`src/rtl/core/lcgr_pkg.sv`:
```
`default_nettype none

package lcgr_pkg;

    localparam int DATA_W = 32;
    localparam int DRAW_W = 15;
    localparam int OP_W   = 3;

    // Generator step: state * 214013 + 2531011, modulo 2^32.
    localparam logic [DATA_W-1:0] LCG_MUL = 32'd214013;
    localparam logic [DATA_W-1:0] LCG_ADD = 32'd2531011;

    // Modulus of the unit fraction draw.
    localparam logic [DATA_W-1:0] UNIT_MOD = 32'd32767;

    // Opcodes.
    localparam logic [OP_W-1:0] OP_RESEED = 3'd0;
    localparam logic [OP_W-1:0] OP_RAW    = 3'd1;
    localparam logic [OP_W-1:0] OP_RANGE  = 3'd2;
    localparam logic [OP_W-1:0] OP_UNIT   = 3'd3;
    localparam logic [OP_W-1:0] OP_BOOL   = 3'd4;

    // Register word index of the start seed (paddr bit 2).
    localparam logic REG_START_SEED = 1'b0;

    typedef enum logic [2:0] {
        ST_IDLE,
        ST_STEP,
        ST_START,
        ST_WAIT,
        ST_FINISH,
        ST_OUT
    } lcgr_state_t;

    typedef struct packed {
        logic load;
        logic advance;
    } lcgr_gen_ctrl_t;

    typedef struct packed {
        logic              start;
        logic [DRAW_W-1:0] dividend;
        logic [DATA_W-1:0] divisor;
    } lcgr_mod_req_t;

endpackage

`default_nettype wire

```
`src/rtl/core/lcgr_mod_unit.sv`:
```
`default_nettype none

// Restoring remainder unit: one dividend bit per cycle, DRAW_W dividend bits per request.
module lcgr_mod_unit
    import lcgr_pkg::*;
(
    input  wire logic              clk,
    input  wire logic              rst_n,
    input  wire lcgr_mod_req_t     req,
    output logic                   done,
    output logic [DRAW_W-1:0]      remainder
);

    localparam int CNT_W = $clog2(DRAW_W);
    localparam logic [CNT_W-1:0] LAST_CNT = CNT_W'(DRAW_W - 1);

    logic              busy_reg, busy_next;
    logic              done_reg, done_next;
    logic [CNT_W-1:0]  cnt_reg, cnt_next;
    logic [DRAW_W-1:0] rem_reg, rem_next;
    logic [DRAW_W-1:0] dvd_reg, dvd_next;
    logic [DATA_W-1:0] div_reg, div_next;

    logic [DRAW_W:0]   trial;
    logic              fits;

    always_comb
    begin
        trial = {rem_reg, dvd_reg[DRAW_W-1]};
        fits  = {{(DATA_W-DRAW_W-1){1'b0}}, trial} >= div_reg;
    end

    always_comb
    begin
        busy_next = busy_reg;
        done_next = 1'b0;
        cnt_next  = cnt_reg;
        rem_next  = rem_reg;
        dvd_next  = dvd_reg;
        div_next  = div_reg;
        if (req.start)
        begin
            busy_next = 1'b1;
            cnt_next  = '0;
            rem_next  = '0;
            dvd_next  = req.dividend;
            div_next  = req.divisor;
        end
        else if (busy_reg)
        begin
            // When the trial fits, the divisor is below 2^16, so its low bits suffice.
            if (fits)
            begin
                rem_next = DRAW_W'(trial - div_reg[DRAW_W:0]);
            end
            else
            begin
                rem_next = trial[DRAW_W-1:0];
            end
            dvd_next = {dvd_reg[DRAW_W-2:0], 1'b0};
            cnt_next = cnt_reg + 1'b1;
            if (cnt_reg == LAST_CNT)
            begin
                busy_next = 1'b0;
                done_next = 1'b1;
            end
        end
    end

    always_ff @(posedge clk or negedge rst_n)
    begin
        if (!rst_n)
        begin
            busy_reg <= 1'b0;
            done_reg <= 1'b0;
            cnt_reg  <= '0;
        end
        else
        begin
            busy_reg <= busy_next;
            done_reg <= done_next;
            cnt_reg  <= cnt_next;
        end
    end

    always_ff @(posedge clk)
    begin
        rem_reg <= rem_next;
        dvd_reg <= dvd_next;
        div_reg <= div_next;
    end

    assign done      = done_reg;
    assign remainder = rem_reg;

endmodule

`default_nettype wire

```
`src/rtl/core/lcgr_gen.sv`:
```
`default_nettype none

// Generator state register with its multiply-add step and seed load.
module lcgr_gen
    import lcgr_pkg::*;
(
    input  wire logic              clk,
    input  wire logic              rst_n,
    input  wire lcgr_gen_ctrl_t    ctrl,
    input  wire logic [DATA_W-1:0] seed,
    output logic [DATA_W-1:0]      state
);

    logic [DATA_W-1:0] state_reg, state_next;

    always_comb
    begin
        state_next = state_reg;
        if (ctrl.load)
        begin
            state_next = seed;
        end
        else if (ctrl.advance)
        begin
            state_next = DATA_W'(state_reg * LCG_MUL + LCG_ADD);
        end
    end

    always_ff @(posedge clk or negedge rst_n)
    begin
        if (!rst_n)
        begin
            state_reg <= '0;
        end
        else
        begin
            state_reg <= state_next;
        end
    end

    assign state = state_reg;

endmodule

`default_nettype wire

```
`src/rtl/core/lcg_random_with_range_modes.sv`:
```
// Sequence: a reseed, raw, boolean, unused-opcode or empty-span range request passes from
// acceptance through the step, finish and out states; other range requests and unit fraction
// requests also pass the start and wait states, where the 15-step remainder unit runs.
// Throughput: one request at a time; the next can be taken the cycle after the result is taken.
// Reset: rst_n is asynchronous and active low; it clears the generator state, the start
// seed register and the sequencer, and leaves the block idle and ready.
`default_nettype none

// Random number generator with several draw modes.
//
// The block holds a 32-bit linear congruential generator. A request carries an opcode and,
// for range draws, the bounds of the range. Every opcode except reseed steps the generator
// once, and bits 30 to 16 of the new state form the 15-bit draw. The opcode then decides how
// the draw is turned into a result:
//   - reseed copies the start seed register into the generator and returns 0,
//   - raw returns the draw itself,
//   - range returns range_low plus the draw modulo the span, wrapping modulo 2^32,
//   - unit fraction returns the draw modulo 32767,
//   - boolean returns 1 when the draw is nonzero.
// A range draw whose span (range_high - range_low + 1, read as signed) is zero or negative
// returns 0 with bad_range set. Unused opcodes step the generator and return 0.
//
// The sequencer walks the states idle, step, start, wait, finish and out. The step state
// updates the generator. Positive-span range and unit fraction requests then hand the draw to a shared
// remainder unit that retires one dividend bit per cycle. The finish state forms the result
// in the output register, and the out state holds it until the downstream side takes it.
module lcg_random_with_range_modes
    import lcgr_pkg::*;
(
    input  wire logic        clk,
    input  wire logic        rst_n,

    // Configuration port.
    input  wire logic        psel,
    input  wire logic        penable,
    input  wire logic        pwrite,
    input  wire logic [2:0]  paddr,
    input  wire logic [31:0] pwdata,
    output logic [31:0]      prdata,
    output logic             pready,

    // Request channel.
    input  wire logic        s_tvalid,
    output logic             s_tready,
    input  wire logic [71:0] s_tdata,   // opcode [2:0], range_low [34:3], range_high [66:35]

    // Result channel.
    output logic             m_tvalid,
    input  wire logic        m_tready,
    output logic [31:0]      m_tdata,   // value [31:0]
    output logic [0:0]       m_tuser    // bad_range [0]
);

    lcgr_state_t       state_reg, state_next;

    logic [DATA_W-1:0] start_seed_reg;

    logic [OP_W-1:0]   op_reg;
    logic [DATA_W-1:0] lo_reg;
    logic [DATA_W-1:0] span_reg;
    logic              span_ok_reg;

    logic [DATA_W-1:0] value_reg, value_next;
    logic              bad_reg, bad_next;

    logic [DATA_W-1:0] in_lo;
    logic [DATA_W-1:0] in_hi;
    logic [DATA_W-1:0] in_span;
    logic              in_accept;

    lcgr_gen_ctrl_t    gen_ctrl;
    logic [DATA_W-1:0] gen_state;
    logic [DRAW_W-1:0] draw;

    lcgr_mod_req_t     mod_req;
    logic              mod_done;
    logic [DRAW_W-1:0] mod_rem;

    // Configuration register. Only the word address is decoded.
    always_ff @(posedge clk or negedge rst_n)
    begin
        if (!rst_n)
        begin
            start_seed_reg <= '0;
        end
        else if (psel && penable && pwrite && pready && (paddr[2] == REG_START_SEED))
        begin
            start_seed_reg <= pwdata;
        end
    end

    assign pready = 1'b1;
    assign prdata = (paddr[2] == REG_START_SEED) ? start_seed_reg : '0;

    // Request capture. The span is formed here so that its sign is ready for the step state.
    assign in_lo     = s_tdata[34:3];
    assign in_hi     = s_tdata[66:35];
    assign in_span   = in_hi - in_lo + 1'b1;
    assign in_accept = s_tvalid && s_tready;

    always_ff @(posedge clk)
    begin
        if (in_accept)
        begin
            op_reg      <= s_tdata[2:0];
            lo_reg      <= in_lo;
            span_reg    <= in_span;
            span_ok_reg <= (in_span != '0) && !in_span[DATA_W-1];
        end
    end

    // Generator and the shared remainder unit.
    lcgr_gen u_gen
    (
        .clk   (clk),
        .rst_n (rst_n),
        .ctrl  (gen_ctrl),
        .seed  (start_seed_reg),
        .state (gen_state)
    );

    assign draw = gen_state[30:16];

    lcgr_mod_unit u_mod
    (
        .clk       (clk),
        .rst_n     (rst_n),
        .req       (mod_req),
        .done      (mod_done),
        .remainder (mod_rem)
    );

    // Next-state logic.
    always_comb
    begin
        state_next = state_reg;
        case (state_reg)
            ST_IDLE:
            begin
                if (in_accept)
                begin
                    state_next = ST_STEP;
                end
            end
            ST_STEP:
            begin
                if (((op_reg == OP_RANGE) && span_ok_reg) || (op_reg == OP_UNIT))
                begin
                    state_next = ST_START;
                end
                else
                begin
                    state_next = ST_FINISH;
                end
            end
            ST_START:
            begin
                state_next = ST_WAIT;
            end
            ST_WAIT:
            begin
                if (mod_done)
                begin
                    state_next = ST_FINISH;
                end
            end
            ST_FINISH:
            begin
                state_next = ST_OUT;
            end
            ST_OUT:
            begin
                if (m_tready)
                begin
                    state_next = ST_IDLE;
                end
            end
            default:
            begin
                state_next = ST_IDLE;
            end
        endcase
    end

    // Control outputs of the sequencer.
    always_comb
    begin
        s_tready         = 1'b0;
        m_tvalid         = 1'b0;
        gen_ctrl.load    = 1'b0;
        gen_ctrl.advance = 1'b0;
        mod_req.start    = 1'b0;
        mod_req.dividend = draw;
        mod_req.divisor  = (op_reg == OP_UNIT) ? UNIT_MOD : span_reg;
        case (state_reg)
            ST_IDLE:
            begin
                s_tready = 1'b1;
            end
            ST_STEP:
            begin
                gen_ctrl.load    = (op_reg == OP_RESEED);
                gen_ctrl.advance = (op_reg != OP_RESEED);
            end
            ST_START:
            begin
                mod_req.start = 1'b1;
            end
            ST_OUT:
            begin
                m_tvalid = 1'b1;
            end
            default:
            begin
                s_tready = 1'b0;
            end
        endcase
    end

    always_ff @(posedge clk or negedge rst_n)
    begin
        if (!rst_n)
        begin
            state_reg <= ST_IDLE;
        end
        else
        begin
            state_reg <= state_next;
        end
    end

    // Result formation, done once in the finish state.
    always_comb
    begin
        value_next = '0;
        bad_next   = 1'b0;
        case (op_reg)
            OP_RAW:
            begin
                value_next = {{(DATA_W-DRAW_W){1'b0}}, draw};
            end
            OP_RANGE:
            begin
                if (span_ok_reg)
                begin
                    value_next = lo_reg + {{(DATA_W-DRAW_W){1'b0}}, mod_rem};
                end
                else
                begin
                    bad_next = 1'b1;
                end
            end
            OP_UNIT:
            begin
                value_next = {{(DATA_W-DRAW_W){1'b0}}, mod_rem};
            end
            OP_BOOL:
            begin
                value_next = {{(DATA_W-1){1'b0}}, (draw != '0)};
            end
            default:
            begin
                value_next = '0;
            end
        endcase
    end

    always_ff @(posedge clk)
    begin
        if (state_reg == ST_FINISH)
        begin
            value_reg <= value_next;
            bad_reg   <= bad_next;
        end
    end

    assign m_tdata    = value_reg;
    assign m_tuser[0] = bad_reg;

endmodule

`default_nettype wire

```
`config.mk`:
```
export PLATFORM = sky130hd
export DESIGN_NAME = lcg_random_with_range_modes
export DESIGN_NICKNAME = d
export VERILOG_FILES = /design/src/rtl/core/lcgr_pkg.sv /design/src/rtl/core/lcgr_mod_unit.sv /design/src/rtl/core/lcgr_gen.sv /design/src/rtl/core/lcg_random_with_range_modes.sv
export SDC_FILE = /design/constraint.sdc
export NUM_CORES = 1
export LEC_CHECK = 0
export BUFFER_PORTS_ARGS = -buffer_cell sky130_fd_sc_hd__buf_4
export CAP_MARGIN = 20
export CORE_UTILIZATION = 45
export CTS_CLUSTER_DIAMETER = 60
export CTS_CLUSTER_SIZE = 28
export DETAILED_ROUTE_END_ITERATION = 8
export PLACE_DENSITY = 0.71
export SYNTH_ARGS = -nofsm -noshare
export SYNTH_HDL_FRONTEND = slang
export SYNTH_SLANG_ARGS = --single-unit
```
`constraint.sdc`:
```
create_clock -name clk -period 13.02 [get_ports clk]
set_input_delay 1.953 -clock clk [delete_from_list [all_inputs] [get_ports clk]]
set_output_delay 1.953 -clock clk [all_outputs]
set_load 0.01 [all_outputs]
```
==> impl_metrics.tcl, run 1 <==
set metrics [dict create \
    status "finished clean" \
    first_global_vias 15200 \
    wl_met3_mm 1.91 \
    setup_viol 0 \
    overflow 0 \
    yosys_register_bits 235 \
    via_count 14900 \
    ctsHoldBuffers 0 \
    wire_per_inst_um 17.5 \
    grt_max_degree 73 \
    synthMuxAreaShare_pct 2.46 \
    synth_top_flop_cell "edfxtp_1" \
    numCtsBuffers 22 \
    ctsResizeCount 0 \
    nets 2721 \
    timing.critical_path.from_type "register" \
    die_x_um 217 \
    syn_nets 2558 \
    dr.pass1.iters 5 \
    ys_seq_area_share_pct 31.5 \
    synth_top_family_by_area "adder cells" \
    portBuffers 173 \
    finalHoldViolations 0 \
    dp_hpwl_mm 40.4 \
    synthXorXnorAreaFrac_pct 4.68 \
    hold_path_depth 1 \
    core_area_sq_mm 0.0455 \
    cts_tree "yes" \
    synth_edf_count 148 \
    path_common_cell "fa_1" \
    die_y_um 217 \
    holdPathEnd "u_mod.div_reg[6]$_SDFFCE_PN1P_" \
    syn_avg_cell_area_sq_um 10.2 \
    r2r_slack_ns 6.13 \
    grt_first_pass_wirelength_mm 79.6 \
    reg2regPathDepth 20 \
    cts_buffer_depth 3 \
    drtAntennaViolNets 0 \
    routed.top_layer "met4" \
    clock_sinks 235 \
    slew_viol_final 0 \
    worstSetupPathType "reg2reg" \
    critPathLaunch "u_gen.state[5]$_DFFE_PN0P_" \
    grt.total_usage_pct 21.4 \
    routabilityCongestion 0.946 \
    cts_root_buf "clkbuf_16" \
    antenna_found_initial 0 \
    hp-class "reg2reg" \
    synthArstFlopShare_pct 30.6 \
    tns_ns 0 \
    syn_area_sq_mm 0.0208 \
    diodes 0 \
    synthCells 2033 \
    clk_pin_slew_ns 0.08 \
    cap_viol_max_count 0 \
    drtIter0Drc 861 \
    n_fill_cell 4044 \
    path_cells "inv_1 -> fa_1 -> fa_1 -> fa_1 -> inv_1 -> fa_1 -> fa_1 -> inv_1 -> fa_1 -> inv_1 -> ha_1 -> a21oi_1 -> o22ai_1 -> o21a_1 -> nor4b_1 -> nor3_1 -> o311a_1 -> or4_1 -> o21a_1 -> nand2_1" \
    yosysTopAreaCell "edfxtp_1" \
    endpoint_kind "register" \
    synthSimpleGateAreaFrac_pct 10.9 \
    viasPerCell 5.30 \
    final_cell_mix "397 x inv_1, 234 x ha_1, 183 x buf_4" \
    fmax_mhz 145 \
    cp_slowest_stage_delay_ns 0.64 \
    timing.rr.end "u_gen.state[30]$_DFFE_PN0P_" \
    rr_startpoint "u_gen.state[5]$_DFFE_PN0P_" \
    core.rowCount 78 \
    drt-met1-wl_mm 20.1 \
    ios 182 \
    route.detailed.drc 0 \
    area_growth_pct 13.2 \
    hold_start "span_reg[6]$_DFFE_PP_" \
    worst_slew_margin_rel_pct 32.0 \
    rsz0062_at_grt "false" \
    fin_skew_ns 0.0224 \
    crit_arrival_ns 7.38 \
    cts_setup_buffers 0 \
    start_util_pct 45.7 \
    finalCriticalPeriod_ns 6.89 \
    drive_above_1_share_pct 12.7 \
    synth_compound_area_share_pct 11.2 \
    final_common_cell "inv_1" \
    wl_met2_mm 25.9 \
    period_share_pct 52.9 \
    ys_top_cells_by_area "edfxtp_1 21%, fa_1 17%, ha_1 14%, dfrtp_1 8.7%, inv_1 7.2%" \
    dieArea_sq_mm 0.0470 \
    yosysUniqueCellTypes 89 \
    htree_levels 1 \
    yosysWarnings 0 \
    synth-adder-area-share_pct 31.2 \
    worst_skew_pair.late_latency_ns 0.55 \
    synth_top_area_share_pct 21.4 \
    finalWirelength_mm 49.2 \
    required_ns 13.51 \
    worstPathMaxFanout 7 \
    worstMarginPinSlew_ns 1.02 \
    worst_path_max_delay_cell "dfrtp_1" \
]
metal layers:
| layer | vias up | GRT usage [%] |
|---|---|---|
| li1 | 7161 | - |
| met1 | 7349 | 26.8 |
| met2 | 316 | 39.1 |
| met3 | 70 | 2.04 |
| met4 | 0 | 5.75 |
| met5 | - | 0 |
area by class of cell:
type                            count  area (sq um)  area share (%)
Clock buffer                       23           554            2.36
Tap cell                          600           751            3.19
Inverter                          397          1490            6.34
Sequential cell                   235          6550            27.8
Multi-Input combinational cell   1356         12600            53.5
Clock inverter                     17           214           0.910
Timing Repair Buffer              184          1390            5.91
worst max path at each step:
stage                                   to  slack, ns  cells after the start
2_1_floorplan  u_gen.state[30]$_DFFE_PN0P_       7.12                     20
3_3_place_gp   u_gen.state[30]$_DFFE_PN0P_       6.40                     20
3_5_place_dp   u_gen.state[30]$_DFFE_PN0P_       6.33                     20
4_1_cts        u_gen.state[30]$_DFFE_PN0P_       6.31                     20
5_1_grt        u_gen.state[30]$_DFFE_PN0P_       5.92                     20
6_report       u_gen.state[30]$_DFFE_PN0P_       6.13                     20
worst max-delay path, delay by kind of cell (launching register included):
kind | cells | cell delay (ns)
buf+inv | 4 | 0.47
simple gates | 4 | 1.41
flops | 1 | 0.64
fa+ha+maj | 7 | 3.16
compound gates | 5 | 1.15
kinds of logic (layout without fill, tap and decap cells):
logic type | after synthesis | after routing
AND/OR/NAND/NOR | 437 | 437
multiplexers | 47 | 47
adder cells (fa/ha/maj) | 412 | 412
buffers and inverters | 442 | 621
other | 1 | 1
AO/OA/AOI/OAI | 348 | 348
flip-flops | 235 | 235
XOR/XNOR | 111 | 111
cell usage after synthesis, drive strengths merged, types with 8 or more instances:
master and number:
a211oi 20, a21boi 8, a21o 22, a21oi 97, a22oi 22, a31oi 14
and2 26, and3 10, clkbuf 38, dfrtp 72, dfxtp 15, edfxtp 148
fa 177, ha 234, inv 397, mux2 32, mux2i 15, nand2 92
nand2b 36, nand3 28, nand4 13, nor2 99, nor2b 46, nor3 29
nor3b 8, nor4 12, o211ai 19, o21a 11, o21ai 80, or3 14
xnor2 67, xor2 44
per-stage QoR:
stage | hold slack, ns | instance area [sq um] | utilization, % | cells | setup WS, ns
2_1_floorplan | 0.470 | 20800 | - | 2033 | 7.12
3_3_place_gp | 0.482 | 22700 | 50.0 | 2771 | 6.40
3_5_place_dp | 0.486 | 22700 | 50.0 | 2771 | 6.33
4_1_cts | 0.502 | 23500 | 51.7 | 2811 | 6.31
5_1_grt | 0.512 | 23500 | 51.7 | 2812 | 5.92
6_report | 0.498 | 23500 | 51.7 | 2812 | 6.13
Power of run 1 is left out: the tool's default activity adds up to more than one toggle a clock period on the data nets, which glitch-free logic cannot reach.
==> inputs of run 2 (changes only) <==
- PLACE_DENSITY: 0.71 -> 0.73
- clock period: 13.02 -> 5.7 ns (I/O delays scaled with it)
==> run 2 against run 1 <==
Compared with the run above: the flow now finishes with violations (negative setup slack); utilization rose by 4.1 points; register-to-register slack got worse by 6.3 ns; clock skew is 0.0083 ns lower; maximum frequency is 17% higher; non-clock buffer count is 175 higher; routed wire length grew 7.2%; global-route usage grew 0.86 points; sequential share of layout area shrank 2.0 points; critical path depth up 2; die area is the same; critical path type unchanged; critical endpoint unchanged.
==> impl_metrics.tcl, run 2 (synthesis gave the netlist of run 1 again) <==
set metrics [dict create \
    drt-met1-wl_mm 21.3 \
    wire_per_inst_um 17.7 \
    drtIter0Drc 924 \
    worstPathMaxFanout 4 \
    first_global_vias 16300 \
    cts_root_buf "clkbuf_16" \
    drtAntennaViolNets 0 \
    final_cell_mix "374 x inv_1, 351 x buf_4, 209 x ha_1" \
    worstSetupPathType "reg2reg" \
    hp-class "in2async" \
    finalWirelength_mm 52.7 \
    route.detailed.drc 0 \
    nets 2894 \
    wl_met3_mm 1.93 \
    ios 182 \
    rsz0062_at_grt "true" \
    endpoint_kind "register" \
    portBuffers 173 \
    die_y_um 217 \
    cts_tree "yes" \
    die_x_um 217 \
    worst-path-buf-inv 6 \
    cts_buffer_depth 3 \
    timing.critical_path.from_type "register" \
    dieArea_sq_mm 0.0470 \
    setup_viol 1 \
    dr.pass1.iters 8 \
    start_util_pct 45.7 \
    diodes 0 \
    slew_viol_final 0 \
    clock_sinks 235 \
    core_area_sq_mm 0.0455 \
    status "finished, violations left" \
    dp_hpwl_mm 42.0 \
    worst_path_max_delay_cell "fa_1" \
    layout_setup_ws_ns -0.172 \
    final_cell_count_no_fill 2983 \
    path_common_cell "fa_1" \
    htree_levels 1 \
    antenna_found_initial 0 \
    crit_arrival_ns 6.34 \
    required_ns 6.17 \
    overflow 0 \
    grt.total_usage_pct 22.2 \
    final_common_cell "inv_1" \
    drive_above_1_share_pct 24.3 \
    area_growth_pct 22.2 \
    fin_skew_ns 0.0142 \
    core.rowCount 78 \
    finalHoldViolations 0 \
    grt_first_pass_wirelength_mm 83.5 \
    worst_skew_pair.late_latency_ns 0.53 \
    violations "negative setup slack" \
    cp_slowest_stage_delay_ns 0.55 \
    worstMarginPinSlew_ns 1.04 \
    cp_top_family "adder cells" \
    period_share_pct 103 \
    cap_viol_max_count 0 \
    fmax_mhz 170 \
    wl_met2_mm 27.6 \
    finalCriticalPeriod_ns 5.87 \
    dp.cells 2919 \
    via_count 15700 \
    numCtsBuffers 20 \
    path_cells "buf_4 -> ha_4 -> inv_1 -> fa_1 -> fa_1 -> inv_1 -> fa_1 -> fa_1 -> inv_1 -> fa_1 -> inv_1 -> ha_2 -> a21oi_4 -> o22ai_1 -> o21a_2 -> buf_4 -> o22ai_4 -> nor3_4 -> o311a_1 -> or4_1 -> o21a_1 -> nand2_1" \
    clk_pin_slew_ns 0.08 \
    grt_max_degree 73 \
    worst_slew_margin_rel_pct 30.2 \
    viasPerCell 5.28 \
    routabilityCongestion 0.959 \
    routed.top_layer "met4" \
]
## run 2: cell types whose count changed in the layout (fill, tap and decap cells not counted), sizes merged
cell    change
buf       +175
bufinv      -2
clkbuf      -2
## run 2: per-layer routing
layer / track usage, % / vias to the layer above
met5: 0 / -
met4: 7.82 / 0
met3: 1.93 / 94
met2: 40.5 / 370
met1: 27.4 / 7778
li1: - / 7503
## run 2: repair_timing
item                       4_1_cts  5_1_grt
setup endpoints to repair       13       17
setup buffers                   13       15
resized for setup               62       77
hold buffers                     0        0
pin swaps                       44       56
## run 2: final timing paths
| path | from | to | slack [ns] | cells after the start |
|---|---|---|---|---|
| max | u_gen.state[10]$_DFFE_PN0P_ | u_gen.state[30]$_DFFE_PN0P_ | -0.17 | 22 |
| min | rst_n | state_reg[0]$_DFFE_PN0P_ | 0.50 | 1 |
| max reg2reg | u_gen.state[10]$_DFFE_PN0P_ | u_gen.state[30]$_DFFE_PN0P_ | -0.17 | 22 |
| min reg2reg | span_reg[0]$_DFFE_PP_ | u_mod.div_reg[0]$_SDFFCE_PN1P_ | 0.50 | 1 |
| max in group asynchronous | rst_n | u_gen.state[6]$_DFFE_PN0P_ | 4.49 | 1 |
| min in group clk | span_reg[0]$_DFFE_PP_ | u_mod.div_reg[0]$_SDFFCE_PN1P_ | 0.50 | 1 |
## run 2: metrics by stage
stage / setup slack [ns] / area [sq um] / setup TNS (ns) / utilization, % / hold slack (ns)
2_1_floorplan: 0.000576 / 20800 / 0 / - / 0.470
3_3_place_gp: -0.329 / 23900 / -1.53 / 52.5 / 0.480
3_5_place_dp: -0.404 / 23900 / -2.11 / 52.5 / 0.485
4_1_cts: -0.0707 / 24900 / -0.0707 / 54.8 / 0.485
5_1_grt: -0.344 / 25400 / -1.41 / 55.8 / 0.487
6_report: -0.172 / 25400 / -0.172 / 55.8 / 0.495
## run 2: cell type report
cell class,instances,area [sq um]
inverter,397,1490
sequential,235,6570
clock buffer,21,526
clock inverter,15,170
fill,3872,20100
tap,600,751
timing repair buffer,359,2730
multi-input combinational,1356,13200
Power of run 2 is left out for the same reason.
